===== config.mk =====
export PLATFORM = sky130hd
export DESIGN_NAME = checksummed_text_frame_tokenizer_unit_flat
export DESIGN_NICKNAME = d
export VERILOG_FILES = /design/src/sv/ctft_pkg.sv /design/src/sv/ctft_ifs.sv /design/src/sv/ctft_in_stage.sv /design/src/sv/ctft_step.sv /design/src/sv/ctft_out_stage.sv /design/src/sv/checksummed_text_frame_tokenizer_unit.sv /design/src/flat_wrapper.sv
export SDC_FILE = /design/constraint.sdc
export NUM_CORES = 1
export LEC_CHECK = 0
export BUFFER_PORTS_ARGS = -buffer_cell sky130_fd_sc_hd__buf_2
export CAP_MARGIN = 20
export CORE_UTILIZATION = 44
export DETAILED_ROUTE_END_ITERATION = 10
export PLACE_DENSITY = 0.73
export SETUP_SLACK_MARGIN = 0.3
export SLEW_MARGIN = 30
export SYNTH_ARGS = -nofsm -noshare
export SYNTH_HDL_FRONTEND = slang
export SYNTH_SLANG_ARGS = --single-unit

===== constraint.sdc =====
create_clock -name clock -period 5 [get_ports clock]
set_clock_uncertainty 0.05 [all_clocks]
set_input_delay 0.25 -clock clock [delete_from_list [all_inputs] [get_ports clock]]
set_output_delay 0.25 -clock clock [all_outputs]
set_load 0.02 [all_outputs]

===== src/sv/ctft_pkg.sv =====
// shared types, constants and helpers for the checksummed text frame tokenizer
// no dependencies; every other file of the block but ctft_ifs imports this package
package ctft_pkg;

   // default and upper bound of the frame character limit
   localparam int MaxFrameCharsDefault = 4096;
   localparam int LimitWidth = 13;
   localparam logic [LimitWidth-1:0] LimitResetValue = 13'd1024;
   localparam logic [LimitWidth-1:0] CountMax = 13'h1FFF;

   // framing bytes
   localparam logic [7:0] ByteCr = 8'h0D;
   localparam logic [7:0] ByteLf = 8'h0A;
   localparam logic [7:0] ByteTab = 8'h09;
   localparam logic [7:0] SumSeed = 8'h17;

   // length of the checksum marker line including its tab
   localparam logic [7:0] MarkerLen = 8'd9;

   typedef enum logic [3:0] {
      KIND_FRAME_START = 4'd0,
      KIND_KEY_CHAR    = 4'd1,
      KIND_KEY_END     = 4'd2,
      KIND_VALUE_CHAR  = 4'd3,
      KIND_LINE_KEPT   = 4'd4,
      KIND_LINE_DROP   = 4'd5,
      KIND_MARKER      = 4'd6,
      KIND_FRAME_OK    = 4'd7,
      KIND_SUM_BAD     = 4'd8,
      KIND_OVERFLOW    = 4'd9
   } token_kind_type;

   // input item as it leaves the input register
   typedef struct packed {
      logic       valid;
      logic [7:0] rx_byte;
   } in_item_type;

   // result produced by the step logic
   typedef struct packed {
      logic           valid;
      token_kind_type kind;
      logic [7:0]     token_byte;
   } result_type;

   // characters of the marker line "Checksum" followed by a tab
   function automatic logic [7:0] marker_char(input logic [3:0] idx);
      logic [7:0] ch;
      case (idx)
         4'd0:    ch = 8'h43;
         4'd1:    ch = 8'h68;
         4'd2:    ch = 8'h65;
         4'd3:    ch = 8'h63;
         4'd4:    ch = 8'h6B;
         4'd5:    ch = 8'h73;
         4'd6:    ch = 8'h75;
         4'd7:    ch = 8'h6D;
         4'd8:    ch = ByteTab;
         default: ch = 8'h00;
      endcase
      return ch;
   endfunction

endpackage


===== src/sv/ctft_ifs.sv =====
// valid/ready channel interfaces for the tokenizer's byte input and token output
// depends on nothing
interface ctft_req_if;
   logic       valid;
   logic       ready;
   logic [7:0] rx_byte;

   modport source (output valid, output rx_byte, input ready);
   modport sink (input valid, input rx_byte, output ready);
endinterface

interface ctft_rsp_if;
   logic       valid;
   logic       ready;
   logic [3:0] token_kind;
   logic [7:0] token_byte;

   modport source (output valid, output token_kind, output token_byte, input ready);
   modport sink (input valid, input token_kind, input token_byte, output ready);
endinterface


===== src/sv/ctft_in_stage.sv =====
// input register of the tokenizer: captures one byte item per cycle while it is empty or the next stage takes its item
// depends on ctft_pkg
module ctft_in_stage
   import ctft_pkg::*;
(
   input  logic        clock,
   input  logic        reset,
   input  logic        in_valid,
   input  logic [7:0]  in_byte,
   output logic        in_ready,
   input  logic        advance,
   output in_item_type item
);

   logic       valid_ff;
   logic       valid_in;
   logic [7:0] byte_ff;

   // the register frees up whenever the next stage takes its item
   assign in_ready = !valid_ff || advance;

   always_comb begin
      valid_in = valid_ff;
      if (in_ready) begin
         valid_in = in_valid;
      end
   end

   always_ff @(posedge clock) begin
      if (reset) begin
         valid_ff <= 1'b0;
      end else begin
         valid_ff <= valid_in;
      end
      if (in_ready && in_valid) begin
         byte_ff <= in_byte;
      end
   end

   assign item.valid = valid_ff;
   assign item.rx_byte = byte_ff;

endmodule


===== src/sv/ctft_step.sv =====
// frame state and per-byte tagging logic of the tokenizer, plus the limit register
// depends on ctft_pkg
module ctft_step
   import ctft_pkg::*;
#(
   parameter int MAX_FRAME_CHARS = MaxFrameCharsDefault
) (
   input  logic                  clock,
   input  logic                  reset,
   input  logic                  csr_wr_en,
   input  logic [LimitWidth-1:0] csr_wr_data,
   input  in_item_type           item,
   input  logic                  fire,
   output result_type            result
);

   // effective limit is clamped so a saturated count always exceeds it
   localparam int CapInt = (MAX_FRAME_CHARS < 8190) ? MAX_FRAME_CHARS : 8190;
   localparam logic [LimitWidth-1:0] LimitCap = LimitWidth'(CapInt);
   localparam logic [LimitWidth-1:0] LimitReset =
      (LimitResetValue > LimitCap) ? LimitCap : LimitResetValue;

   typedef enum logic [1:0] {
      MODE_IDLE  = 2'd0,
      MODE_SAWCR = 2'd1,
      MODE_FRAME = 2'd2
   } mode_type;

   mode_type              mode_ff, mode_in;
   logic [7:0]            sum_ff, sum_in;
   logic [7:0]            len_ff, len_in;
   logic                  tab_ff, tab_in;
   logic                  match_ff, match_in;
   logic                  key_ff, key_in;
   logic [LimitWidth-1:0] count_ff, count_in;
   logic [LimitWidth-1:0] limit_ff, limit_in;

   logic [7:0] b;
   logic [7:0] sum_add;
   logic       len_in_marker;
   logic       char_match;
   logic       match_next;

   assign b = item.rx_byte;
   assign sum_add = sum_ff + b;
   assign len_in_marker = (len_ff < MarkerLen);
   assign char_match = len_in_marker && (b == marker_char(len_ff[3:0]));
   assign match_next = match_ff && char_match;

   // clamp the limit on write
   always_comb begin
      limit_in = limit_ff;
      if (csr_wr_en) begin
         limit_in = (csr_wr_data > LimitCap) ? LimitCap : csr_wr_data;
      end
   end

   // one byte step
   always_comb begin
      mode_in = mode_ff;
      sum_in = sum_ff;
      len_in = len_ff;
      tab_in = tab_ff;
      match_in = match_ff;
      key_in = key_ff;
      count_in = count_ff;
      result.valid = 1'b0;
      result.kind = KIND_FRAME_START;
      result.token_byte = 8'h00;

      if (fire) begin
         if (mode_ff != MODE_FRAME) begin
            // hunt for CR then LF
            if (b == ByteCr) begin
               mode_in = MODE_SAWCR;
            end else if (b == ByteLf && mode_ff == MODE_SAWCR) begin
               mode_in = MODE_FRAME;
               sum_in = SumSeed;
               count_in = '0;
               len_in = '0;
               tab_in = 1'b0;
               match_in = 1'b1;
               key_in = 1'b0;
               result.valid = 1'b1;
               result.kind = KIND_FRAME_START;
            end else begin
               mode_in = MODE_IDLE;
            end
         end else if (match_ff && len_ff == MarkerLen) begin
            // checksum byte closes the frame
            result.valid = 1'b1;
            if (sum_add != 8'h00) begin
               result.kind = KIND_SUM_BAD;
            end else if (count_ff > limit_ff) begin
               result.kind = KIND_OVERFLOW;
            end else begin
               result.kind = KIND_FRAME_OK;
            end
            mode_in = MODE_IDLE;
            sum_in = 8'h00;
            count_in = '0;
            len_in = '0;
            tab_in = 1'b0;
            match_in = 1'b1;
            key_in = 1'b0;
         end else if (b == ByteLf) begin
            // end of line
            sum_in = sum_add;
            result.valid = 1'b1;
            result.kind = (tab_ff && key_ff) ? KIND_LINE_KEPT : KIND_LINE_DROP;
            len_in = '0;
            tab_in = 1'b0;
            match_in = 1'b1;
            key_in = 1'b0;
         end else if (b == ByteCr) begin
            sum_in = sum_add;
         end else begin
            // stored character
            sum_in = sum_add;
            match_in = match_next;
            if (len_ff != 8'hFF) begin
               len_in = len_ff + 8'd1;
            end
            if (count_ff != CountMax) begin
               count_in = count_ff + 1'b1;
            end
            result.valid = 1'b1;
            result.token_byte = b;
            if (!tab_ff && b == ByteTab) begin
               tab_in = 1'b1;
               key_in = (len_ff != 8'h00);
               result.kind = KIND_KEY_END;
            end else if (tab_ff) begin
               result.kind = KIND_VALUE_CHAR;
            end else begin
               result.kind = KIND_KEY_CHAR;
            end
            // marker line completed by its tab
            if (match_next && len_ff == MarkerLen - 8'd1) begin
               result.kind = KIND_MARKER;
               result.token_byte = 8'h00;
            end
         end
      end
   end

   always_ff @(posedge clock) begin
      if (reset) begin
         mode_ff <= MODE_IDLE;
         sum_ff <= 8'h00;
         len_ff <= 8'h00;
         tab_ff <= 1'b0;
         match_ff <= 1'b1;
         key_ff <= 1'b0;
         count_ff <= '0;
         limit_ff <= LimitReset;
      end else begin
         mode_ff <= mode_in;
         sum_ff <= sum_in;
         len_ff <= len_in;
         tab_ff <= tab_in;
         match_ff <= match_in;
         key_ff <= key_in;
         count_ff <= count_in;
         limit_ff <= limit_in;
      end
   end

endmodule


===== src/sv/ctft_out_stage.sv =====
// result register of the tokenizer: holds one token item until it is taken
// depends on ctft_pkg
module ctft_out_stage
   import ctft_pkg::*;
(
   input  logic       clock,
   input  logic       reset,
   input  result_type result,
   output logic       can_take,
   output logic       out_valid,
   input  logic       out_ready,
   output logic [3:0] out_kind,
   output logic [7:0] out_byte
);

   logic           valid_ff;
   logic           valid_in;
   token_kind_type kind_ff;
   logic [7:0]     byte_ff;

   // register is free when empty or being drained this cycle
   assign can_take = !valid_ff || out_ready;

   always_comb begin
      valid_in = valid_ff;
      if (can_take) begin
         valid_in = result.valid;
      end
   end

   always_ff @(posedge clock) begin
      if (reset) begin
         valid_ff <= 1'b0;
      end else begin
         valid_ff <= valid_in;
      end
      if (can_take && result.valid) begin
         kind_ff <= result.kind;
         byte_ff <= result.token_byte;
      end
   end

   assign out_valid = valid_ff;
   assign out_kind = kind_ff;
   assign out_byte = byte_ff;

endmodule


===== src/sv/checksummed_text_frame_tokenizer_unit.sv =====
// Checksummed text frame tokenizer: takes one received byte per item and emits
// at most one token item for it (frame start, key/value characters, line end,
// checksum marker, frame verdict). Each byte passes an input register, the state
// update logic and a result register, and the unit sustains one byte per clock;
// the only throttle is backpressure on rsp, which stalls the result register and
// then req. The frame character limit is written through csr_wr_en/csr_wr_data;
// the user must write it only while idle, which the unit does not enforce. It is
// clamped to MAX_FRAME_CHARS and to 8190 on write.
// depends on ctft_pkg, ctft_ifs, ctft_in_stage, ctft_step, ctft_out_stage
module checksummed_text_frame_tokenizer_unit
   import ctft_pkg::*;
#(
   parameter int MAX_FRAME_CHARS = MaxFrameCharsDefault
) (
   input  logic                  clock,
   input  logic                  reset,
   ctft_req_if.sink              req,
   ctft_rsp_if.source            rsp,
   input  logic                  csr_wr_en,
   input  logic [LimitWidth-1:0] csr_wr_data
);

   in_item_type item;
   result_type  result;
   logic        can_take;
   logic        fire;

   // a byte is processed when the result register can take its token
   assign fire = item.valid && can_take;

   ctft_in_stage u_in (
      .clock    (clock),
      .reset    (reset),
      .in_valid (req.valid),
      .in_byte  (req.rx_byte),
      .in_ready (req.ready),
      .advance  (can_take),
      .item     (item)
   );

   ctft_step #(
      .MAX_FRAME_CHARS (MAX_FRAME_CHARS)
   ) u_step (
      .clock       (clock),
      .reset       (reset),
      .csr_wr_en   (csr_wr_en),
      .csr_wr_data (csr_wr_data),
      .item        (item),
      .fire        (fire),
      .result      (result)
   );

   ctft_out_stage u_out (
      .clock     (clock),
      .reset     (reset),
      .result    (result),
      .can_take  (can_take),
      .out_valid (rsp.valid),
      .out_ready (rsp.ready),
      .out_kind  (rsp.token_kind),
      .out_byte  (rsp.token_byte)
   );

endmodule


===== src/flat_wrapper.sv =====
// flat-port wrapper written by rule: the top's interface ports become plain ports
module checksummed_text_frame_tokenizer_unit_flat import ctft_pkg::*;
#(
   parameter int MAX_FRAME_CHARS = MaxFrameCharsDefault
)
  (clock, reset, csr_wr_en, csr_wr_data, req_valid, req_rx_byte, req_ready, rsp_valid, rsp_token_kind, rsp_token_byte, rsp_ready);
  ctft_req_if req_i ();
  ctft_rsp_if rsp_i ();
  input  logic clock;
  input  logic reset;
  input  logic csr_wr_en;
  input  logic [LimitWidth-1:0] csr_wr_data;
  input wire logic [$bits(req_i.valid)-1:0] req_valid;
  input wire logic [$bits(req_i.rx_byte)-1:0] req_rx_byte;
  output wire logic [$bits(req_i.ready)-1:0] req_ready;
  output wire logic [$bits(rsp_i.valid)-1:0] rsp_valid;
  output wire logic [$bits(rsp_i.token_kind)-1:0] rsp_token_kind;
  output wire logic [$bits(rsp_i.token_byte)-1:0] rsp_token_byte;
  input wire logic [$bits(rsp_i.ready)-1:0] rsp_ready;
  assign req_i.valid = req_valid;
  assign req_i.rx_byte = req_rx_byte;
  assign req_ready = req_i.ready;
  assign rsp_valid = rsp_i.valid;
  assign rsp_token_kind = rsp_i.token_kind;
  assign rsp_token_byte = rsp_i.token_byte;
  assign rsp_i.ready = rsp_ready;
  checksummed_text_frame_tokenizer_unit #(.MAX_FRAME_CHARS(MAX_FRAME_CHARS)) u_core (.clock(clock), .reset(reset), .req(req_i), .rsp(rsp_i), .csr_wr_en(csr_wr_en), .csr_wr_data(csr_wr_data));
endmodule

==> results.cfg, run 1 <==
[status]
status = finished with violations
violations = design-rule violations

[timing]
fin_setup_tns_ns = 0
rsz0062_at_grt = no
max-slew-margin-rel_pct = 41.28
fin_crit_ns = 4.277
fin_crit_sh_pct = 85.55
fmax_mhz = 233.8
slew_violations = 0
setup_violations = 0
hold_viol_final = 0
worst_slew_pin_slew_ns = 0.8728

[drt]
drtIter0Drc = 260
viasPerCell = 5.613
drc = 5
detailedRoute.firstPassIterationCount = 7
drt-total-wl_um = 9039
wire_per_inst_um = 14.89
vias = 3407
final_antenna_net_count = 0

[place]
placed_cells = 591
hpwl_um = 6791
gp_congestion = 0.8791
io_buffers = 39

[yosys]
synthesis.area_um2 = 4058
yosysSeqAreaShare_pct = 42.43
synth_area_leader_cell = dfxtp_1
synth_nets = 512
synth-seq-cells = 76
synth_edf_count = 20
synth_ff_type = dfxtp_1
yosysWarnings = 0
synth_cell_type_count = 57
synth_area_per_cell_um2 = 8.879
syn_inst = 457
async_reset_ff_share_pct = 0
synth_top_area_share_pct = 27.63
synthTopCellsByArea = dfxtp_1, edfxtp_1, ha_1

[finish]
multiInputGateArea_um2 = 2170
fillers = 786
layout_commonest_cell = nor2_1
seqCellArea_um2 = 1722
nNetsFinal = 549
area_growth_pct = 12.12
final_cell_mix = nor2_1, dfxtp_1, buf_2
diodes = 0
fin_cells = 607
drive_gt1_share_pct = 12.83

[cts]
cts_resized = 0
clock_path_buffers = 2
cts_tree = done
clk_latency_ns = 0.35
cts_buffers = 9
cts.sinks = 76
clkTransAtPathRegs_ns = 0.08
h-tree-depth = 3
cts_setup_buffers = 0
cts_hold_repair.buffers = 0
cts-root-buf = clkbuf_8

[power_and_ir_drop]
power.density_nw_per_um2 = 276.2
ir_drop_uv = 157.2
p_leak_nw = 1.769
power.total_mw = 1.257

[critical_path]
arrival_ns = 4.46
critical_path.startpoint_type = flop
cp_max_fo = 9
crit_type = flop to flop
endpoint_kind = flop
reg2reg_slack_ns = 0.72
r2r-start = u_core.u_in.byte_ff[5]
crit_required_ns = 5.19
reg2regPathDepth = 12

[die]
die_x_um = 98.03
rows = 34
design.core.area_um2 = 8806
floorplan.initialDensity_pct = 46.08
io_pins = 40
die_h_um = 98.03
dieArea_um2 = 9610

[global_route]
first_global_vias = 3188
track_usage_pct = 19.51
grt_max_degree = 41
grt_pass1_wl_um = 14910
grt-ovfl-total = 0
antenna_found_initial = 0

[hold_path]
min_from = req_rx_byte[3]
worstHoldPathCells = 1
hp-class = primary input to flop
hold_end = u_core.u_in.byte_ff[3]

[run]
max_cap_violations = 0
## Yosys cell counts (6+ instances only)
cell and n:
clkbuf_1 8, nand3_1 21, nor4_1 9, ha_1 28
xor2_1 15, a22oi_1 11, nor2_1 66, xnor2_1 8
nor3_1 17, inv_1 26, edfxtp_1 20, dfxtp_1 56
nand2_1 25, and2_1 10, and3_1 6, a21oi_1 36
o21ai_0 16
## critical path, cell delays in order, from the launching register on
cell and delay, ns:
edfxtp_1 0.47, nor4_1 0.80, a41oi_1 0.36, a311o_4 0.51, or2_1 0.36, mux2_4 0.35
nor2_1 0.14, inv_1 0.11, ha_1 0.33, nor2_1 0.07, mux2_2 0.29, a211oi_1 0.24
mux2i_1 0.10
## state kept, by name, summed over array words and instances, names as in the netlist, named ones only
| register | cells |
|---|---|
| u_core.u_step.len_ff | 8 |
| u_core.u_out.out_kind | 4 |
| u_core.u_out.out_valid | 1 |
| u_core.u_in.byte_ff | 8 |
| u_core.u_step.mode_ff | 2 |
| u_core.u_in.valid_ff | 1 |
| u_core.u_step.tab_ff | 1 |
| u_core.u_step.key_ff | 1 |
| u_core.u_step.limit_ff | 13 |
| u_core.u_step.match_ff | 1 |
| u_core.u_out.out_byte | 8 |
| u_core.u_step.sum_ff | 8 |
| u_core.u_step.count_ff | 13 |
## power breakdown
part | internal [mW] | switching (mW)
registers | 0.640 | 0.0148
clock network | 0.308 | 0.225
logic | 0.0283 | 0.0407
total | 0.976 | 0.280
## worst max-delay path by stage
stage	start	to	slack (ns)	cells after the start
global placement	u_core.u_in.byte_ff[5]	flop	1.02	12
floorplan	u_core.u_in.byte_ff[5]	flop	1.35	13
finish	u_core.u_in.byte_ff[5]	flop	0.72	12
CTS	u_core.u_in.byte_ff[5]	flop	0.81	12
detailed placement	u_core.u_in.byte_ff[5]	flop	0.88	12
global route	u_core.u_in.byte_ff[4]	flop	0.50	12
## stage by stage
step	hold slack (ns)	cell area, um2	util [%]	setup WS (ns)
finish	0.01638	4549	51.66	0.7227
global route	0.002066	4549	51.66	0.5003
CTS	0.004421	4549	51.66	0.8138
detailed placement	0.3814	4323	49.09	0.8756
global placement	0.3768	4323	49.09	1.022
floorplan	0.2989	4058	-	1.349
## final cells by class
cell class              instances  share of cell area [%]
repair buffers                 39                   4.290
multi-input cells             341                   47.69
well taps                     108                   2.970
inverters                      27                   2.228
clock inverters                 4                   1.568
clock buffers                  12                   3.410
flip-flops and latches         76                   37.84
## per-layer routing
layer	vias up	part of all wire, %	GRT usage [%]
met5	-	0	0
met4	0	1.5	6.527
met3	13	5.8	3.937
met2	110	52	35.37
met1	1579	41	22.86
li1	1705	-	-
## logic make-up after synthesis
kind of cell / after synthesis / synth area share (%)
AOI/OAI and AO/OA: 92 / 14.15
xor gates and xnor gates: 23 / 4.965
adders and majority gates: 29 / 9.127
buffers and inverters: 40 / 4.101
DFF: 76 / 42.43
muxes: 6 / 1.634
and+or+nand+nor: 191 / 23.59
(Power assumes the default switching activity.)
==> inputs of run 2 (changes only) <==
Settings changed: CELL_PAD_IN_SITES_DETAIL_PLACEMENT set to 0, CELL_PAD_IN_SITES_GLOBAL_PLACEMENT set to 1, PLACE_DENSITY 0.73 to 0.89.
Clock period 5 ns to 4.9 ns, I/O delays scaled along.
==> results.cfg, run 2 (same netlist as run 1, synthesis figures left out) <==
[timing]
fmax_mhz = 250.0
fin_ws_ns = 0.8995
max-slew-margin-rel_pct = 45.75
rsz0062_at_grt = no
fin_setup_tns_ns = 0
hold_viol_final = 0
fin_crit_sh_pct = 81.64
fin_crit_ns = 4.000
slew_violations = 0
setup_violations = 0
worst_slew_pin_slew_ns = 0.8138

[global_route]
grt-ovfl-total = 0
antenna_found_initial = 0
first_global_vias = 3358
grt_pass1_wl_um = 15830
track_usage_pct = 20.61
grt_max_degree = 41

[finish]
drive_gt1_share_pct = 13.00
reg.largest.list = u_core.u_step.count_ff (13), u_core.u_step.limit_ff (13)
area_growth_pct = 12.77
seqCellArea_um2 = 1722
multiInputGateArea_um2 = 2170
fin_cells = 608
fillers = 831
post-route-util_pct = 51.96
layout_commonest_cell = nor2_1
final_cell_mix = nor2_1, dfxtp_1, buf_2
nNetsFinal = 550
diodes = 0

[die]
floorplan.initialDensity_pct = 46.08
design.core.area_um2 = 8806
io_pins = 40
die_h_um = 98.03
rows = 34
dieArea_um2 = 9610
die_x_um = 98.03

[status]
status = finished with violations
violations = design-rule violations

[critical_path]
critPathLaunch = u_core.u_step.len_ff[4]
critical_path.startpoint_type = flop
reg2reg_slack_ns = 0.90
worst_path_max_delay_cell = or4_1
arrival_ns = 4.18
r2r-start = u_core.u_step.len_ff[4]
endpoint_kind = flop
crit_required_ns = 5.08
crit_type = flop to flop
cp_max_fo = 9
cp_cell_sequence = or4_1 -> or2_1 -> a311o_4 -> or2_1 -> mux2_4 -> nor2_1 -> inv_1 -> ha_1 -> nor2_1 -> mux2_2 -> a211oi_1 -> mux2i_1
cp_top_family = simple AND/OR/NAND/NOR gates
critical_path_buf_inv_count = 1
reg2regPathDepth = 12
worst-path-stages = 12
cpPeakStageDelay_ns = 0.63

[cts]
cts_resized = 0
clk_latency_ns = 0.34
cts-root-buf = clkbuf_8
cts.sinks = 76
h-tree-depth = 3
clock_path_buffers = 2
cts_tree = done
clkTransAtPathRegs_ns = 0.08
cts_setup_buffers = 0
cts_hold_repair.buffers = 0
cts_buffers = 9

[run]
max_cap_violations = 0

[place]
placed_cells = 592
gp_congestion = 0.8467
io_buffers = 39
dpl_worst_slack_ns = 0.9697
hpwl_um = 6950

[power_and_ir_drop]
power.internal_mw = 1.027
switchingPower_mw = 0.2878
clkPwrFrac_pct = 43.9
swShare_pct = 21.88
pwr-share-comb_pct = 5.3
share_seq_of_total_power_pct = 50.8
p_leak_nw = 1.783
ir_drop_uv = 142.4
power.density_nw_per_um2 = 287.4

[drt]
wire_per_inst_um = 15.45
viasPerCell = 5.683
drt-total-wl_um = 9393
drc = 6
vias = 3455
drtIter0Drc = 166
detailedRoute.firstPassIterationCount = 8
final_antenna_net_count = 0

[hold_path]
hp-class = primary input to flop
-- run 2: area by class of cell --
class | instances | share of cell area (%)
Clock buffer | 13 | 3.938
Clock inverter | 3 | 1.422
Inverter | 27 | 2.215
Multi-Input combinational cell | 341 | 47.42
Sequential cell | 76 | 37.63
Tap cell | 108 | 2.953
Timing Repair Buffer | 40 | 4.430
-- run 2: stage by stage --
stage | hold slack [ns] | cell area [um2] | total power [mW]
after detailed placement | 0.3733 | 4330 | 0.7521
after floorplan | 0.2939 | 4058 | 0.7236
final | 0.02193 | 4576 | 1.315
after global routing | 0.002947 | 4576 | 1.364
after CTS | 0.01117 | 4576 | 1.326
after global placement | 0.3713 | 4330 | 0.7506
-- run 2: power by group through the flow --
stage          clock, mW  sequential, mW  combinational (mW)
6_report           0.577           0.668              0.0699
5_1_grt            0.614           0.670              0.0791
4_1_cts            0.588           0.668              0.0700
3_5_place_dp           0           0.683              0.0693
3_3_place_gp           0           0.682              0.0685
2_1_floorplan          0           0.675              0.0489
-- run 2: per-layer routing --
metal	up-vias	part of all wire (%)	GRT usage, %
met4	0	1.9	8.974
li1	1697	-	-
met1	1640	44	24.54
met3	15	5.0	3.436
met5	-	0	0
met2	103	49	36.46
-- run 2: worst min-delay path by stage --
| stage | start | endpoint | slack, ns | cells after the start |
|---|---|---|---|---|
| 2_1_floorplan | req_rx_byte[0] | u_core.u_in.byte_ff[0] | 0.29 | 0 |
| 3_3_place_gp | req_rx_byte[3] | u_core.u_in.byte_ff[3] | 0.37 | 1 |
| 3_5_place_dp | req_rx_byte[2] | u_core.u_in.byte_ff[2] | 0.37 | 1 |
| 4_1_cts | req_rx_byte[2] | u_core.u_in.byte_ff[2] | 0.01 | 1 |
| 5_1_grt | req_rx_byte[3] | u_core.u_in.byte_ff[3] | 0.003 | 1 |
| 6_report | req_rx_byte[1] | u_core.u_in.byte_ff[1] | 0.02 | 1 |
-- run 2: worst reg2reg max path, stage by stage, from the launching register on --
cell and delay [ns]:
dfxtp_1 0.34, or4_1 0.63, or2_1 0.40, a311o_4 0.48, or2_1 0.35, mux2_4 0.35, nor2_1 0.13, inv_1 0.10
ha_1 0.32, nor2_1 0.08, mux2_2 0.31, a211oi_1 0.24, mux2i_1 0.10
